<file path="src/rtl/cdq_pkg.sv">
// ----------------------------------------------------------------------------
// cdq_pkg
// Shared types, codes and index helpers for the circular deque.
// ----------------------------------------------------------------------------
`default_nettype none

package cdq_pkg;

    localparam int DEPTH    = 8;
    localparam int IDX_W    = (DEPTH > 1) ? $clog2(DEPTH) : 1;
    localparam int DATA_W   = 32;
    localparam int OP_W     = 3;
    localparam int STATUS_W = 2;

    typedef logic [IDX_W-1:0]    t_idx;
    typedef logic [OP_W-1:0]     t_op;
    typedef logic [STATUS_W-1:0] t_status;
    typedef logic [DATA_W-1:0]   t_word;

    localparam t_op OP_PUSH_FRONT = 3'd0;
    localparam t_op OP_PUSH_BACK  = 3'd1;
    localparam t_op OP_POP_FRONT  = 3'd2;
    localparam t_op OP_POP_BACK   = 3'd3;
    localparam t_op OP_LIST       = 3'd4;

    localparam t_status ST_OK    = 2'd0;
    localparam t_status ST_FULL  = 2'd1;
    localparam t_status ST_EMPTY = 2'd2;

    localparam t_idx IDX_LAST = t_idx'(DEPTH - 1);
    localparam t_idx IDX_ZERO = t_idx'(0);

    function automatic t_idx next_idx(input t_idx i);
        return (i == IDX_LAST) ? IDX_ZERO : t_idx'(i + t_idx'(1));
    endfunction

    function automatic t_idx prev_idx(input t_idx i);
        return (i == IDX_ZERO) ? IDX_LAST : t_idx'(i - t_idx'(1));
    endfunction

endpackage

`default_nettype wire

</file>
<file path="src/rtl/cdq_req_if.sv">
// ----------------------------------------------------------------------------
// cdq_req_if
// Request channel: one deque operation per transfer.
// ----------------------------------------------------------------------------
`default_nettype none

interface cdq_req_if;
    logic               valid;
    logic               ready;
    cdq_pkg::t_op       op;
    logic signed [31:0] value;

    modport source (output valid, output op, output value, input ready);
    modport sink   (input valid, input op, input value, output ready);
endinterface

`default_nettype wire

</file>
<file path="src/rtl/cdq_rsp_if.sv">
// ----------------------------------------------------------------------------
// cdq_rsp_if
// Result channel: status, data and a last marker per transfer.
// ----------------------------------------------------------------------------
`default_nettype none

interface cdq_rsp_if;
    logic               valid;
    logic               ready;
    cdq_pkg::t_status   status;
    logic signed [31:0] data;
    logic               last;

    modport source (output valid, output status, output data, output last, input ready);
    modport sink   (input valid, input status, input data, input last, output ready);
endinterface

`default_nettype wire

</file>
<file path="src/rtl/circular_deque.sv">
// ----------------------------------------------------------------------------
// circular_deque
// Push/pop at both ends of a circular store, plus a front-to-back listing.
// Push: IDLE, EXEC, then the result register. Pop: EXEC issues one RAM read,
// POPRD takes the read data into the result register. List: the same RAM read
// for the first entry, then one entry per cycle while the receiver takes results.
// One request is in flight at a time: the next one is taken once the FSM is back
// in IDLE. The result register lets it in while the last result still waits.
// Reset empties the deque; RAM content is not cleared.
// ----------------------------------------------------------------------------
`default_nettype none

module circular_deque (
    input  wire logic  i_clk,
    input  wire logic  i_rst_n,
    cdq_req_if.sink    i_req,
    cdq_rsp_if.source  o_rsp
);

    localparam logic [1:0] S_IDLE   = 2'd0;
    localparam logic [1:0] S_EXEC   = 2'd1;
    localparam logic [1:0] S_POPRD  = 2'd2;
    localparam logic [1:0] S_LISTRD = 2'd3;

    logic [1:0]        r_state, n_state;
    cdq_pkg::t_idx     r_head, n_head;
    cdq_pkg::t_idx     r_tail, n_tail;
    logic              r_empty, n_empty;
    cdq_pkg::t_idx     r_ptr, n_ptr;
    cdq_pkg::t_op      r_op, n_op;
    cdq_pkg::t_word    r_value, n_value;

    logic              r_out_valid, n_out_valid;
    cdq_pkg::t_status  r_out_status, n_out_status;
    cdq_pkg::t_word    r_out_data, n_out_data;
    logic              r_out_last, n_out_last;

    logic              w_slot_free;
    logic              w_full;
    logic              w_load;
    logic              w_wr_en;
    cdq_pkg::t_idx     w_wr_addr;
    logic              w_rd_en;
    cdq_pkg::t_idx     w_rd_addr;
    cdq_pkg::t_word    w_rd_data;

    assign w_slot_free = !r_out_valid || o_rsp.ready;
    assign w_full      = !r_empty && (cdq_pkg::next_idx(r_tail) == r_head);

    assign i_req.ready  = (r_state == S_IDLE);
    assign o_rsp.valid  = r_out_valid;
    assign o_rsp.status = r_out_status;
    assign o_rsp.data   = $signed(r_out_data);
    assign o_rsp.last   = r_out_last;

    cdq_ram #(
        .WIDTH (cdq_pkg::DATA_W),
        .DEPTH (cdq_pkg::DEPTH)
    ) u_ram (
        .i_clk     (i_clk),
        .i_wr_en   (w_wr_en),
        .i_wr_addr (w_wr_addr),
        .i_wr_data (r_value),
        .i_rd_en   (w_rd_en),
        .i_rd_addr (w_rd_addr),
        .o_rd_data (w_rd_data)
    );

    always_comb begin
        n_state      = r_state;
        n_head       = r_head;
        n_tail       = r_tail;
        n_empty      = r_empty;
        n_ptr        = r_ptr;
        n_op         = r_op;
        n_value      = r_value;
        w_load       = 1'b0;
        n_out_status = cdq_pkg::ST_OK;
        n_out_data   = '0;
        n_out_last   = 1'b1;
        w_wr_en      = 1'b0;
        w_wr_addr    = cdq_pkg::IDX_ZERO;
        w_rd_en      = 1'b0;
        w_rd_addr    = r_head;

        unique case (r_state)
            S_IDLE: begin
                if (i_req.valid) begin
                    n_op    = i_req.op;
                    n_value = cdq_pkg::t_word'(i_req.value);
                    n_state = S_EXEC;
                end
            end
            S_EXEC: begin
                if (w_slot_free) begin
                    n_state = S_IDLE;
                    case (r_op) inside
                        cdq_pkg::OP_PUSH_FRONT, cdq_pkg::OP_PUSH_BACK: begin
                            w_load = 1'b1;
                            if (w_full) begin
                                n_out_status = cdq_pkg::ST_FULL;
                            end else begin
                                w_wr_en = 1'b1;
                                if (r_empty) begin
                                    n_head    = cdq_pkg::IDX_ZERO;
                                    n_tail    = cdq_pkg::IDX_ZERO;
                                    n_empty   = 1'b0;
                                    w_wr_addr = cdq_pkg::IDX_ZERO;
                                end else if (r_op == cdq_pkg::OP_PUSH_FRONT) begin
                                    n_head    = cdq_pkg::prev_idx(r_head);
                                    w_wr_addr = cdq_pkg::prev_idx(r_head);
                                end else begin
                                    n_tail    = cdq_pkg::next_idx(r_tail);
                                    w_wr_addr = cdq_pkg::next_idx(r_tail);
                                end
                            end
                        end
                        cdq_pkg::OP_POP_FRONT, cdq_pkg::OP_POP_BACK: begin
                            if (r_empty) begin
                                w_load       = 1'b1;
                                n_out_status = cdq_pkg::ST_EMPTY;
                            end else begin
                                w_rd_en   = 1'b1;
                                w_rd_addr = (r_op == cdq_pkg::OP_POP_FRONT) ? r_head : r_tail;
                                n_state   = S_POPRD;
                            end
                        end
                        cdq_pkg::OP_LIST: begin
                            if (r_empty) begin
                                w_load       = 1'b1;
                                n_out_status = cdq_pkg::ST_EMPTY;
                            end else begin
                                w_rd_en   = 1'b1;
                                w_rd_addr = r_head;
                                n_ptr     = r_head;
                                n_state   = S_LISTRD;
                            end
                        end
                        default: begin
                            // drop undefined operations without a result
                        end
                    endcase
                end
            end
            S_POPRD: begin
                if (w_slot_free) begin
                    w_load     = 1'b1;
                    n_out_data = w_rd_data;
                    n_state    = S_IDLE;
                    if (r_head == r_tail) begin
                        n_empty = 1'b1;
                        n_head  = cdq_pkg::IDX_ZERO;
                        n_tail  = cdq_pkg::IDX_ZERO;
                    end else if (r_op == cdq_pkg::OP_POP_FRONT) begin
                        n_head = cdq_pkg::next_idx(r_head);
                    end else begin
                        n_tail = cdq_pkg::prev_idx(r_tail);
                    end
                end
            end
            S_LISTRD: begin
                if (w_slot_free) begin
                    w_load     = 1'b1;
                    n_out_data = w_rd_data;
                    n_out_last = (r_ptr == r_tail);
                    if (r_ptr == r_tail) begin
                        n_state = S_IDLE;
                    end else begin
                        // advance and fetch the next entry for the following cycle
                        n_ptr     = cdq_pkg::next_idx(r_ptr);
                        w_rd_en   = 1'b1;
                        w_rd_addr = cdq_pkg::next_idx(r_ptr);
                    end
                end
            end
            default: begin
                n_state = S_IDLE;
            end
        endcase

        if (w_load) begin
            n_out_valid = 1'b1;
        end else if (o_rsp.ready) begin
            n_out_valid = 1'b0;
        end else begin
            n_out_valid = r_out_valid;
        end
    end

    always_ff @(posedge i_clk) begin
        if (!i_rst_n) begin
            r_state     <= S_IDLE;
            r_head      <= cdq_pkg::IDX_ZERO;
            r_tail      <= cdq_pkg::IDX_ZERO;
            r_empty     <= 1'b1;
            r_out_valid <= 1'b0;
        end else begin
            r_state     <= n_state;
            r_head      <= n_head;
            r_tail      <= n_tail;
            r_empty     <= n_empty;
            r_out_valid <= n_out_valid;
        end
    end

    always_ff @(posedge i_clk) begin
        r_ptr   <= n_ptr;
        r_op    <= n_op;
        r_value <= n_value;
        if (w_load) begin
            r_out_status <= n_out_status;
            r_out_data   <= n_out_data;
            r_out_last   <= n_out_last;
        end
    end

endmodule

`default_nettype wire

</file>
<file path="src/rtl/cdq_ram.sv">
// ----------------------------------------------------------------------------
// cdq_ram
// Simple dual-port RAM: one write port, one read port with registered data.
// ----------------------------------------------------------------------------
`default_nettype none

module cdq_ram #(
    parameter int WIDTH = 32,
    parameter int DEPTH = 8
) (
    input  wire logic                            i_clk,
    input  wire logic                            i_wr_en,
    input  wire logic [$clog2(DEPTH)-1:0]        i_wr_addr,
    input  wire logic [WIDTH-1:0]                i_wr_data,
    input  wire logic                            i_rd_en,
    input  wire logic [$clog2(DEPTH)-1:0]        i_rd_addr,
    output logic      [WIDTH-1:0]                o_rd_data
);

    logic [WIDTH-1:0] mem [DEPTH];

    always_ff @(posedge i_clk) begin
        if (i_wr_en) begin
            mem[i_wr_addr] <= i_wr_data;
        end
        if (i_rd_en) begin
            o_rd_data <= mem[i_rd_addr];
        end
    end

endmodule

`default_nettype wire

</file>
<file path="src/flat_wrapper.sv">
// flat-port wrapper written by rule: the top's interface ports become plain ports
module circular_deque_flat 
  (i_clk, i_rst_n, i_req_valid, i_req_op, i_req_value, i_req_ready, o_rsp_valid, o_rsp_status, o_rsp_data, o_rsp_last, o_rsp_ready);
  cdq_req_if i_req_i ();
  cdq_rsp_if o_rsp_i ();
  input  wire logic i_clk;
  input  wire logic i_rst_n;
  input wire logic [$bits(i_req_i.valid)-1:0] i_req_valid;
  input wire logic [$bits(i_req_i.op)-1:0] i_req_op;
  input wire logic [$bits(i_req_i.value)-1:0] i_req_value;
  output wire logic [$bits(i_req_i.ready)-1:0] i_req_ready;
  output wire logic [$bits(o_rsp_i.valid)-1:0] o_rsp_valid;
  output wire logic [$bits(o_rsp_i.status)-1:0] o_rsp_status;
  output wire logic [$bits(o_rsp_i.data)-1:0] o_rsp_data;
  output wire logic [$bits(o_rsp_i.last)-1:0] o_rsp_last;
  input wire logic [$bits(o_rsp_i.ready)-1:0] o_rsp_ready;
  assign i_req_i.valid = i_req_valid;
  assign i_req_i.op = i_req_op;
  assign i_req_i.value = i_req_value;
  assign i_req_ready = i_req_i.ready;
  assign o_rsp_valid = o_rsp_i.valid;
  assign o_rsp_status = o_rsp_i.status;
  assign o_rsp_data = o_rsp_i.data;
  assign o_rsp_last = o_rsp_i.last;
  assign o_rsp_i.ready = o_rsp_ready;
  circular_deque u_core (.i_clk(i_clk), .i_rst_n(i_rst_n), .i_req(i_req_i), .o_rsp(o_rsp_i));
endmodule
</file>
<file path="config.mk">
export PLATFORM = sky130hd
export DESIGN_NAME = circular_deque_flat
export DESIGN_NICKNAME = d
export VERILOG_FILES = /design/src/rtl/cdq_pkg.sv /design/src/rtl/cdq_req_if.sv /design/src/rtl/cdq_rsp_if.sv /design/src/rtl/circular_deque.sv /design/src/rtl/cdq_ram.sv /design/src/flat_wrapper.sv
export SDC_FILE = /design/constraint.sdc
export NUM_CORES = 1
export LEC_CHECK = 0
export ABC_AREA = 1
export BUFFER_PORTS_ARGS = -buffer_cell sky130_fd_sc_hd__buf_2
export CORE_UTILIZATION = 55
export DETAILED_ROUTE_END_ITERATION = 12
export MAX_ROUTING_LAYER = met4
export PLACE_DENSITY = 0.73
export SYNTH_ARGS = -nofsm -noshare
export SYNTH_HDL_FRONTEND = slang
export SYNTH_SLANG_ARGS = --single-unit
</file>
<file path="constraint.sdc">
create_clock -name i_clk -period 4.7 [get_ports i_clk]
set_input_delay 0.705 -clock i_clk [delete_from_list [all_inputs] [get_ports i_clk]]
set_output_delay 0.705 -clock i_clk [all_outputs]
set_load 0.02 [all_outputs]
</file>
==> qor.tcl, run 1 <==
set qor(hold_path.class) {in2reg}
set qor(gpl.final_weighted_congestion) 0.8610
set qor(syn_area_per_cell_um2) 10.61
set qor(grt.overflow.total) 0
set qor(leakage_uw) 0.007945
set qor(setup_viol_count_final) 0
set qor(dp.final_hpwl_mm) 19.00
set qor(postSynthNetCount) 1574
set qor(grt_first_pass_wirelength_mm) 53.27
set qor(path_class) {reg2reg}
set qor(max_freq_ghz) 0.2742
set qor(post_synth_and_or_nand_nor_area_fraction_pct) 18.15
set qor(report.power.total_uw) 11050
set qor(netlist_area_um2) 16130
set qor(vdd_ir_drop_max_mv) 0.4312
set qor(port-buffer-count) 75
set qor(internal_power_uw) 7056
set qor(finalHoldViolations) 0
set qor(synthDistinctLibCells) 29
set qor(tritoncts.num_buffers) 38
set qor(avgViaCountPerCell) 5.215
set qor(finalMaxSlewViolations) 0
set qor(num_antenna_cells) 0
set qor(fp-row-count) 62
set qor(power.clock.fraction_pct) 28.0
set qor(worstSetupStartpointType) {flop}
set qor(timing.slew.headroom_pct) 16.76
set qor(cts.path.max_buffers) 3
set qor(synth-seq-cells) 371
set qor(synth_compound_gate_area_share_pct) 1.598
set qor(antenna_violating_nets_post_route) 0
set qor(cts.sink_count) 371
set qor(initial_core_util_pct) 56.04
set qor(clk_tree_root_cell) {clkbuf_16}
set qor(synthToLayoutAreaGrowth_pct) 12.26
set qor(outcome) {finished, final reports clean}
set qor(vert_die_dim_um) 173.2
set qor(power.switching_fraction_pct) 36.17
set qor(yosysWarnings) 0
set qor(net-switching-power_uw) 3999
set qor(drv_cap) 0
set qor(core_region_area_um2) 28780
set qor(setup_total_negative_slack_ns) 0
set qor(p_per_area_nw_per_um2) 610.6
set qor(cts_hold_buffers) 0
set qor(drt_iter0_markers) 954
set qor(timing.critical_path.required_ns) 4.88
set qor(fin_crit_sh_pct) 77.60
set qor(grtUsageTotal_pct) 23.48
set qor(fin_crit_ns) 3.647
set qor(final_area_um2) 18110
set qor(routed_wire_length_per_instance_um) 16.82
set qor(post_dp_cell_area_um2) 16820
set qor(grt_antenna_before_repair) 0
set qor(timing.critical_path.arrival_ns) 3.83
set qor(cts-resized-gates) 0
set qor(postSynthCellCount) 1520
set qor(fill_cells) 2209
set qor(power.sequential.fraction_pct) 39.6
set qor(vias) 10440
set qor(setup_repair_after_global_routing_missed_its_margin) {false}
set qor(post_synth_fa_ha_maj_area_fraction_pct) 1.164
set qor(synth_sequential_area_ratio_pct) 68.45
set qor(yosys.area_share.xor_xnor_pct) 0.2715
set qor(synth_top_family_by_area) {simple AND/OR/NAND/NOR gates}
set qor(synth.mux.area_fraction_pct) 0
set qor(die_area_um2) 30010
set qor(grt_max_degree) 75
set qor(die_x_um) 173.2
set qor(drt_first_pass_iters) 5
set qor(clock_skew_ns) 0.01481
set qor(worst_setup_hold_path_clk_slew_ns) 0.06
set qor(floorplan.io_pins) 76
set qor(pwr-share-comb_pct) 32.5
set qor(routed_wirelength_mm) 33.66
set qor(post-cts-setup-buffer-count) 0
set qor(clock_insertion_delay_worst_skew_ns) 0.52
set qor(ctsHtreeMaxLevel) 2
set qor(drive_above_1_share_pct) 10.88
set qor(worst_pin_slew_ns) 1.246
set qor(cts_tree) {built}
set qor(nets) 1642
set qor(worst_setup_path_end_kind) {flop}
set qor(drcViolationCount) 0
set qor(crit_path_max_fanout) 19
set qor(grt_pass1_vias) 10240
final timing paths:
path,startpoint,endpoint,slack (ns),depth (start not counted)
setup / recovery,u_core.r_tail[1],u_core.u_ram.mem[2][13],1.05,12
hold / removal,i_req_value[25],u_core.r_value[25],0.35,1
setup reg to reg,u_core.r_tail[1],u_core.u_ram.mem[2][13],1.05,12
hold reg to reg,u_core.u_ram.o_rd_data[2],u_core.o_rsp.data[2],0.54,2
worst max-delay path, cell delays in order (launching register included):
cell	delay, ns
dfxtp_1	0.49
ha_1	0.21
ha_1	0.26
inv_1	0.09
o21ai_0	0.08
nor2_1	0.11
o2111ai_1	0.20
nand2_1	0.20
nor2_1	0.07
nand3_1	0.36
inv_1	0.28
nor2_4	0.52
buf_4	0.42
stage by stage:
| step | util [%] | instances | hold slack (ns) | setup WS, ns |
|---|---|---|---|---|
| 6_report | 62.91 | 2001 | 0.3549 | 1.053 |
| 5_1_grt | 62.91 | 2001 | 0.3452 | 0.8366 |
| 4_1_cts | 62.91 | 2001 | 0.3421 | 1.019 |
| 3_5_place_dp | 58.44 | 1932 | 0.5320 | 1.002 |
| 3_3_place_gp | 58.44 | 1932 | 0.5221 | 1.084 |
| 2_1_floorplan | - | 1520 | 0.5027 | 0.3731 |
per-layer routing:
layer	GRT usage [%]	vias to the layer above	routed length [µm]
li1	-	5045	-
met1	29.34	4965	13920
met2	40.19	361	16960
met3	2.829	64	1918
met4	7.301	0	862
met5	-	-	0
area by class of cell:
cell class                 count  area, µm²  area share (%)
multi-input combinational    750       3502           19.34
clock buffer                  46       1022           5.646
inverter                     332       1246           6.883
timing repair buffer          95      550.5           3.041
clock inverter                23      264.0           1.458
sequential                   371      11040           60.98
tap                          384      480.5           2.654
cells in the final DEF, fill, tap and decap left out, types with 7 or more instances in the layout:
master,n
a21oi_1,10
buf_2,75
buf_4,18
clkbuf_16,39
clkinv_2,9
dfxtp_1,10
edfxtp_1,361
ha_1,15
inv_1,326
nand2_1,336
nand3_1,265
nor2_1,59
nor2_4,8
nor3_1,7
o21ai_0,27
logic make-up after synthesis:
logic type / after synthesis
AO/OA/AOI/OAI: 46
flip-flops: 371
adder cells (fa/ha/maj): 15
AND/OR/NAND/NOR: 684
buffers and inverters: 399
XOR/XNOR: 5
sequential cells by signal (all words and copies together) (netlist names):
name / count
u_core.r_value: 32
u_core.o_rsp.data: 32
u_core.u_ram.o_rd_data: 32
u_core.r_empty: 1
u_core.u_ram.mem: 256
u_core.r_ptr: 3
u_core.r_state: 2
u_core.r_tail: 3
u_core.r_op: 3
u_core.o_rsp.last: 1
u_core.o_rsp.valid: 1
u_core.r_head: 3
u_core.o_rsp.status: 2
power groups by stage:
stage	clock [µW]	sequential [µW]	combinational, µW
floorplan	0	4440	2720
global placement	0	4440	3490
detailed placement	0	4440	3580
CTS	3130	4380	3600
global route	3250	4410	4040
finish	3090	4370	3590
cell usage after synthesis:
| cell type | instances | area (µm²) |
|---|---|---|
| edfxtp_1 | 361 | 10840 |
| nand2_1 | 338 | 1269 |
| inv_1 | 327 | 1227 |
| nand3_1 | 265 | 1326 |
| nor2_1 | 67 | 251.5 |
| o21ai_0 | 27 | 135.1 |
| clkbuf_1 | 23 | 86.33 |
| buf_4 | 18 | 135.1 |
| ha_1 | 15 | 187.7 |
| buf_2 | 13 | 65.06 |
| buf_6 | 12 | 135.1 |
| a21oi_1 | 10 | 50.05 |
| dfxtp_1 | 10 | 200.2 |
| nor3_1 | 8 | 40.04 |
| inv_2 | 5 | 18.77 |
| xnor2_1 | 4 | 35.03 |
| nand2_2 | 3 | 18.77 |
| o211ai_1 | 3 | 22.52 |
| a22oi_2 | 1 | 12.51 |
| a31o_2 | 1 | 8.760 |
| buf_1 | 1 | 3.750 |
| nand3_2 | 1 | 10.01 |
| nand4_1 | 1 | 6.260 |
| o2111ai_1 | 1 | 8.760 |
| o21ai_1 | 1 | 5.000 |
| o22ai_1 | 1 | 6.260 |
| o32ai_1 | 1 | 8.760 |
| or2_1 | 1 | 6.260 |
| xor2_1 | 1 | 8.760 |
Note: power is estimated with default switching activity, not from simulation.
==> run 2, diff against run 1 <==
Settings changed: ABC_AREA 1 to 0, PLACE_DENSITY 0.73 to 0.76.
Clock period 4.7 ns to 3.1 ns, I/O delays scaled along.
==> run 2 against run 1 <==
  * The flow now finishes with violations (DRC)
  * First-iteration DRC count fell by 10%
  * Via count fell by 16%
  * Maximum frequency rose by 19%
  * Hold slack got worse by 0.23 ns
  * Die area fell by 8.0%
  * Sequential share of layout area rose by 2.6 points
  * Flip-flop and latch count did not move
  * Critical path type unchanged
==> qor.tcl, run 2 <==
set qor(synth_largest_area_cell) {edfxtp_1}
set qor(cts_hold_buffers) 0
set qor(yosysWarnings) 0
set qor(max_freq_ghz) 0.3267
set qor(floorplan.io_pins) 76
set qor(finalMaxSlewViolations) 0
set qor(tritoncts.num_buffers) 38
set qor(synthToLayoutAreaGrowth_pct) 17.25
set qor(avgViaCountPerCell) 6.433
set qor(vdd_ir_drop_max_mv) 0.5278
set qor(use_met2_pct) 39.17
set qor(synth.area.top_cells) {edfxtp_1 (73%), a2111oi_0 (7.6%), and3_1 (5.4%), clkbuf_1 (1.8%), and2_1 (1.4%)}
set qor(crit_path_max_fanout) 32
set qor(grt.overflow.total) 0
set qor(cts.sink_count) 371
set qor(drt_iter0_markers) 856
set qor(grt_first_pass_wirelength_mm) 49.36
set qor(grt.met3_usage_pct) 3.742
set qor(routed_wirelength_mm) 32.13
set qor(core_region_area_um2) 26280
set qor(fin_crit_sh_pct) 98.73
set qor(power.sequential.fraction_pct) 48.9
set qor(clk_tree_root_cell) {clkbuf_16}
set qor(die_area_um2) 27610
set qor(path_class) {reg2reg}
set qor(clock_insertion_delay_worst_skew_ns) 0.52
set qor(power.clock.fraction_pct) 42.0
set qor(drv_cap) 0
set qor(worstSetupStartpointType) {flop}
set qor(grt_max_degree) 93
set qor(synth_edf_count) 361
set qor(grtUsageTotal_pct) 24.06
set qor(post_dp_cell_area_um2) 15870
set qor(regMostFlops) {u_core.u_ram.mem}
set qor(outcome) {finished with violations}
set qor(grt.busiest_layer) {met2}
set qor(largest_register_ffs) 256
set qor(grt_pass1_vias) 8830
set qor(hold_path.class) {in2reg}
set qor(synthDistinctLibCells) 51
set qor(setup_repair_after_global_routing_missed_its_margin) {true}
set qor(cts.path.max_buffers) 3
set qor(antenna_violating_nets_post_route) 0
set qor(clock_skew_ns) 0.01477
set qor(fin_crit_ns) 3.060
set qor(grt.met1_usage_pct) 29.94
set qor(finalHoldViolations) 0
set qor(postSynthCellCount) 942
set qor(yosysMostFrequentCell) {edfxtp_1}
set qor(ctsHtreeMaxLevel) 2
set qor(initial_core_util_pct) 56.40
set qor(synth_commonest_cells) {edfxtp_1 (361), a2111oi_0 (128), and3_1 (128)}
set qor(reg2reg_from) {u_core.r_ptr[0]}
set qor(vert_die_dim_um) 166.2
set qor(synth_sequential_area_ratio_pct) 74.49
set qor(postSynthNetCount) 996
set qor(routed_wire_length_per_instance_um) 23.49
set qor(port-buffer-count) 75
set qor(nets) 1060
set qor(final_common_cell) {edfxtp_1}
set qor(timing.slew.headroom_pct) 18.16
set qor(synth_async_sr_flop_share_pct) 0
set qor(post-synth-top-area-fraction_pct) 73.14
set qor(dp.final_hpwl_mm) 16.08
set qor(finalWorstSetupSlack_ns) 0.03951
set qor(fill_cells) 1744
set qor(timing.critical_path.required_ns) 3.33
set qor(leakage_uw) 0.005710
set qor(gpl.final_weighted_congestion) 0.9082
set qor(power.switching_fraction_pct) 22.34
set qor(worstSetupStartpoint) {u_core.r_ptr[0]}
set qor(postSynth.topFlopCell) {edfxtp_1}
set qor(die_x_um) 166.2
set qor(violations) {DRC}
set qor(worst_setup_hold_path_clk_slew_ns) 0.06
set qor(drcViolationCount) 5
set qor(timing.critical_path.arrival_ns) 3.29
set qor(worst_setup_path_end_kind) {flop}
set qor(drt_first_pass_iters) 9
set qor(ff2ff_setup_slack_ns) 0.04
set qor(worst_pin_slew_ns) 1.225
set qor(synth-seq-cells) 371
set qor(startpoint_of_the_tightest_hold_check_path) {i_req_value[9]}
set qor(net-switching-power_uw) 2655
set qor(setup_viol_count_final) 0
set qor(syn_area_per_cell_um2) 15.73
set qor(most_used_cells_in_the_layout_excluding_fill_and_tap_cells) {edfxtp_1 (361), and3_1 (128), a2111oi_0 (88), buf_2 (75), clkbuf_16 (39)}
set qor(fp-row-count) 59
set qor(final_area_um2) 17380
set qor(netlist_area_um2) 14820
set qor(pwr-share-comb_pct) 9.2
set qor(internal_power_uw) 9231
set qor(vias) 8800
set qor(p_per_area_nw_per_um2) 684.0
set qor(grt_antenna_before_repair) 0
set qor(cts_tree) {built}
set qor(num_antenna_cells) 0
set qor(detailedPlace.worstSlack_ns) 0.02595
set qor(drive_above_1_share_pct) 19.75
run 2: cell types whose count changed after synthesis, sizes merged, moves of 33 or more:
cell and change:
a2111oi +128, and2 +33, and3 +128, clkbuf +48
inv -318, nand2 -328, nand3 -260, nor2 -39
run 2: what timing repair did:
action / 4_1_cts / 5_1_grt
setup endpoints to repair: 0 / 32
buffers inserted: 0 / 2
resized for setup: 0 / 53
run 2: kinds of logic after synthesis:
logic type	count (synthesis)	share of synthesized area, %
AOI/OAI and AO/OA	172	9.716
xor gates and xnor gates	8	0.5234
adders and majority gates	15	1.266
buffers and inverters	97	2.583
DFF	371	74.49
muxes	11	0.7513
and+or+nand+nor	268	10.67
run 2: path summary, 6_finish.rpt:
kind	end	cells past startpoint
hold reg to reg	u_core.o_rsp.data[25]	1
setup / recovery	u_core.u_ram.o_rd_data[3]	10
hold / removal	u_core.r_value[9]	1
setup reg to reg	u_core.u_ram.o_rd_data[3]	10
run 2: metal layers:
layer / share of wire (%) / vias to the layer above
li1: - / 3988
met1: 41 / 4349
met2: 49 / 380
met3: 6.6 / 83
met4: 2.9 / 0
met5: 0 / -
run 2: critical path, stage by stage (launching register included):
cell       delay, ns
edfxtp_1        0.42
ha_1            0.23
ha_1            0.19
or2_2           0.33
a311oi_4        0.33
o31ai_4         0.17
buf_4           0.17
buf_12          0.15
and3_1          0.19
a2111oi_0       0.46
nor4_1          0.13
run 2: power groups by stage:
stage          clock network, µW  logic [µW]  registers, µW
2_1_floorplan                  0         663           5890
3_3_place_gp                   0         998           5900
3_5_place_dp                   0        1030           5910
4_1_cts                     5040        1030           5800
5_1_grt                     5240        1180           5820
6_report                    4990        1090           5810
run 2: through the flow:
step	util (%)	total power, µW	hold WS (ns)	instances	TNS (ns)
after floorplan	-	6556	0.4967	942	-0.9281
after global placement	60.39	6901	0.5081	1299	0
after detailed placement	60.39	6937	0.5069	1299	0
after CTS	65.61	11880	0.1062	1366	0
after global routing	66.13	12250	0.1027	1368	-0.03837
final	66.13	11890	0.1201	1368	0
run 2: layout make-up:
cell class,instances,area (µm²),share of cell area [%]
flip-flops and latches,371,11040,63.54
inverters,14,52.55,0.3024
clock inverters,22,361.6,2.081
multi-input cells,474,3650,21.00
repair buffers,107,844.6,4.860
clock buffers,45,1008,5.803
well taps,335,419.2,2.412
==> run 3, diff against run 2 <==
Settings changed: CORE_UTILIZATION 55 to 35, CTS_CLUSTER_DIAMETER set to 80, PLACE_DENSITY 0.76 to unset, TNS_END_PERCENT set to 20.
==> run 3 against run 2 <==
  * The flow now finishes without violations
  * Critical path depth unchanged
  * Clock power fell by 14%
  * Highest routed layer unchanged
  * Core utilization shrank 24 points
  * Register-to-register slack barely moved
  * Setup slack worse by 0.00074 ns
  * Die area rose by 56%
  * Largest power group unchanged
  * Sequential share of layout area is 0.76 points lower
  * Via count shrank 1.6%
==> qor.tcl, run 3 (synthesis gave the netlist of run 2 again) <==
set qor(clk_tree_root_cell) {clkbuf_16}
set qor(vdd_ir_drop_max_mv) 0.3362
set qor(reg2reg_from) {u_core.r_ptr[0]}
set qor(num_antenna_cells) 0
set qor(worst_setup_hold_path_clk_slew_ns) 0.06
set qor(nets) 1080
set qor(hold_path_depth) 1
set qor(timing.critical_path.arrival_ns) 3.31
set qor(timing.slew.headroom_pct) 50.92
set qor(grt_pass1_vias) 8768
set qor(ctsHtreeMaxLevel) 2
set qor(cts.path.max_buffers) 3
set qor(hold_path.class) {in2reg}
set qor(crit_path_max_fanout) 39
set qor(grt_max_degree) 57
set qor(fill_cells) 3780
set qor(worstSetupStartpoint) {u_core.r_ptr[0]}
set qor(seq_area_um2) 11040
set qor(gpl.final_weighted_congestion) 0.8264
set qor(path_class) {reg2reg}
set qor(multi_input_combinational_cell_area_um2) 3659
set qor(worstSetupStartpointType) {flop}
set qor(antenna_violating_nets_post_route) 0
set qor(fp-row-count) 75
set qor(finalMaxSlewViolations) 0
set qor(detailedPlace.worstSlack_ns) -0.01378
set qor(fin_crit_sh_pct) 98.75
set qor(floorplan.io_pins) 76
set qor(drcViolationCount) 0
set qor(final_common_cell) {edfxtp_1}
set qor(setup_repair_after_global_routing_missed_its_margin) {true}
set qor(tritoncts.num_buffers) 40
set qor(synthToLayoutAreaGrowth_pct) 18.67
set qor(die_x_um) 207.8
set qor(drive_above_1_share_pct) 20.65
set qor(grt_antenna_before_repair) 0
set qor(port-buffer-count) 75
set qor(clock_skew_ns) 0.01807
set qor(max_freq_ghz) 0.3267
set qor(p_per_area_nw_per_um2) 640.4
set qor(timing.reg2reg.worst_path_depth) 10
set qor(grtUsageTotal_pct) 16.44
set qor(timing.critical_path.required_ns) 3.35
set qor(cts.sink_count) 371
set qor(drv_cap) 0
set qor(leakage_uw) 0.005690
set qor(grt.overflow.total) 0
set qor(vert_die_dim_um) 207.8
set qor(startpoint_of_the_tightest_hold_check_path) {i_req_value[7]}
set qor(die_area_um2) 43170
set qor(dp.final_hpwl_mm) 18.85
set qor(avgViaCountPerCell) 5.447
set qor(core_region_area_um2) 41850
set qor(initial_core_util_pct) 35.41
set qor(routed_wire_length_per_instance_um) 21.77
set qor(worst_pin_slew_ns) 0.7248
set qor(routed_wirelength_mm) 34.62
set qor(largest_register_ffs) 256
set qor(finalHoldViolations) 0
set qor(drt_iter0_markers) 659
set qor(drt_first_pass_iters) 5
set qor(grt_first_pass_wirelength_mm) 52.66
set qor(min_delay_worst_endpoint) {u_core.r_value[7]}
set qor(r2r_end) {u_core.u_ram.o_rd_data[14]}
set qor(fin_crit_ns) 3.061
set qor(outcome) {finished, final reports clean}
set qor(timing.hold.ws_ns) 0.1006
set qor(worst_setup_path_end_kind) {flop}
set qor(clock_insertion_delay_worst_skew_ns) 0.54
set qor(cts_hold_buffers) 0
set qor(ff2ff_setup_slack_ns) 0.04
set qor(cts_tree) {built}
set qor(vias) 8661
set qor(setup_viol_count_final) 0
set qor(finalWorstSetupSlack_ns) 0.03877
set qor(most_used_cells_in_the_layout_excluding_fill_and_tap_cells) {edfxtp_1 (361), and3_1 (128), a2111oi_0 (90), buf_2 (75), clkbuf_16 (40)}
set qor(regMostFlops) {u_core.u_ram.mem}
[run 3: changes by cell type in the layout (fill, tap and decap cells not counted), sizes merged]
| cell | change |
|---|---|
| buf | +18 |
| clkinvlp | +2 |
| clkbuf | +1 |
| clkinv | +6 |
| bufinv | -9 |
[run 3: worst max-delay path by stage]
| stage | depth (start not counted) | endpoint | slack, ns |
|---|---|---|---|
| floorplan | 8 | u_core.u_ram.mem[2][0] | -0.36 |
| global placement | 9 | u_core.u_ram.o_rd_data[16] | 0.06 |
| detailed placement | 8 | u_core.u_ram.o_rd_data[0] | -0.01 |
| CTS | 9 | u_core.u_ram.o_rd_data[16] | -0.002 |
| finish | 10 | u_core.u_ram.o_rd_data[14] | 0.04 |
| global route | 8 | u_core.u_ram.o_rd_data[21] | -0.06 |
[run 3: metrics by stage]
stage | setup TNS [ns] | std cells | total power, µW | instance area [µm²] | utilization [%]
after floorplan | -44.66 | 942 | 6554 | 14860 | -
after CTS | -0.002083 | 1588 | 11310 | 17460 | 41.71
final | 0 | 1590 | 11260 | 17590 | 42.03
after global routing | -0.5839 | 1590 | 11670 | 17590 | 42.03
after global placement | 0 | 1521 | 6992 | 16290 | 38.93
after detailed placement | -0.01974 | 1521 | 7013 | 16290 | 38.93
[run 3: routing by layer]
layer / wire, µm / up-vias / track usage (%) / share of wire [%]
li1: - / 4023 / - / -
met1: 15580 / 4367 / 21.33 / 45
met2: 16750 / 223 / 26.49 / 48
met3: 1575 / 48 / 2.632 / 4.5
met4: 717 / 0 / 5.134 / 2.1
met5: 0 / - / - / 0
[run 3: where the power goes]
group          internal, µW  leakage (µW)  switching [µW]  total, µW
Sequential             5690       0.00331             107       5800
Combinational           420       0.00181             737       1160
Clock                  2440      0.000565            1870       4310
Total                  8550       0.00569            2710      11300
[run 3: layout make-up]
type	count	share of cell area [%]
Multi-Input combinational cell	474	20.80
Sequential cell	371	62.78
Timing Repair Buffer	125	5.691
Tap cell	539	3.834
Inverter	14	0.2988
Clock buffer	46	5.819
Clock inverter	21	0.7825
[run 3: what timing repair did]
action,CTS,global route
pin swaps,0,1
setup endpoints to repair,2,31
setup buffers,0,2
resized for setup,2,51
endpoints found under the hold margin,0,0
[run 3: worst max-delay path, stage by stage, from the launching register on]
cell and delay, ns:
edfxtp_1 0.42, ha_1 0.22, ha_1 0.19, or2_2 0.32, a311oi_2 0.34, o31ai_4 0.16, buf_4 0.17, buf_12 0.16
and3_1 0.19, a2111oi_0 0.46, nor4_1 0.13
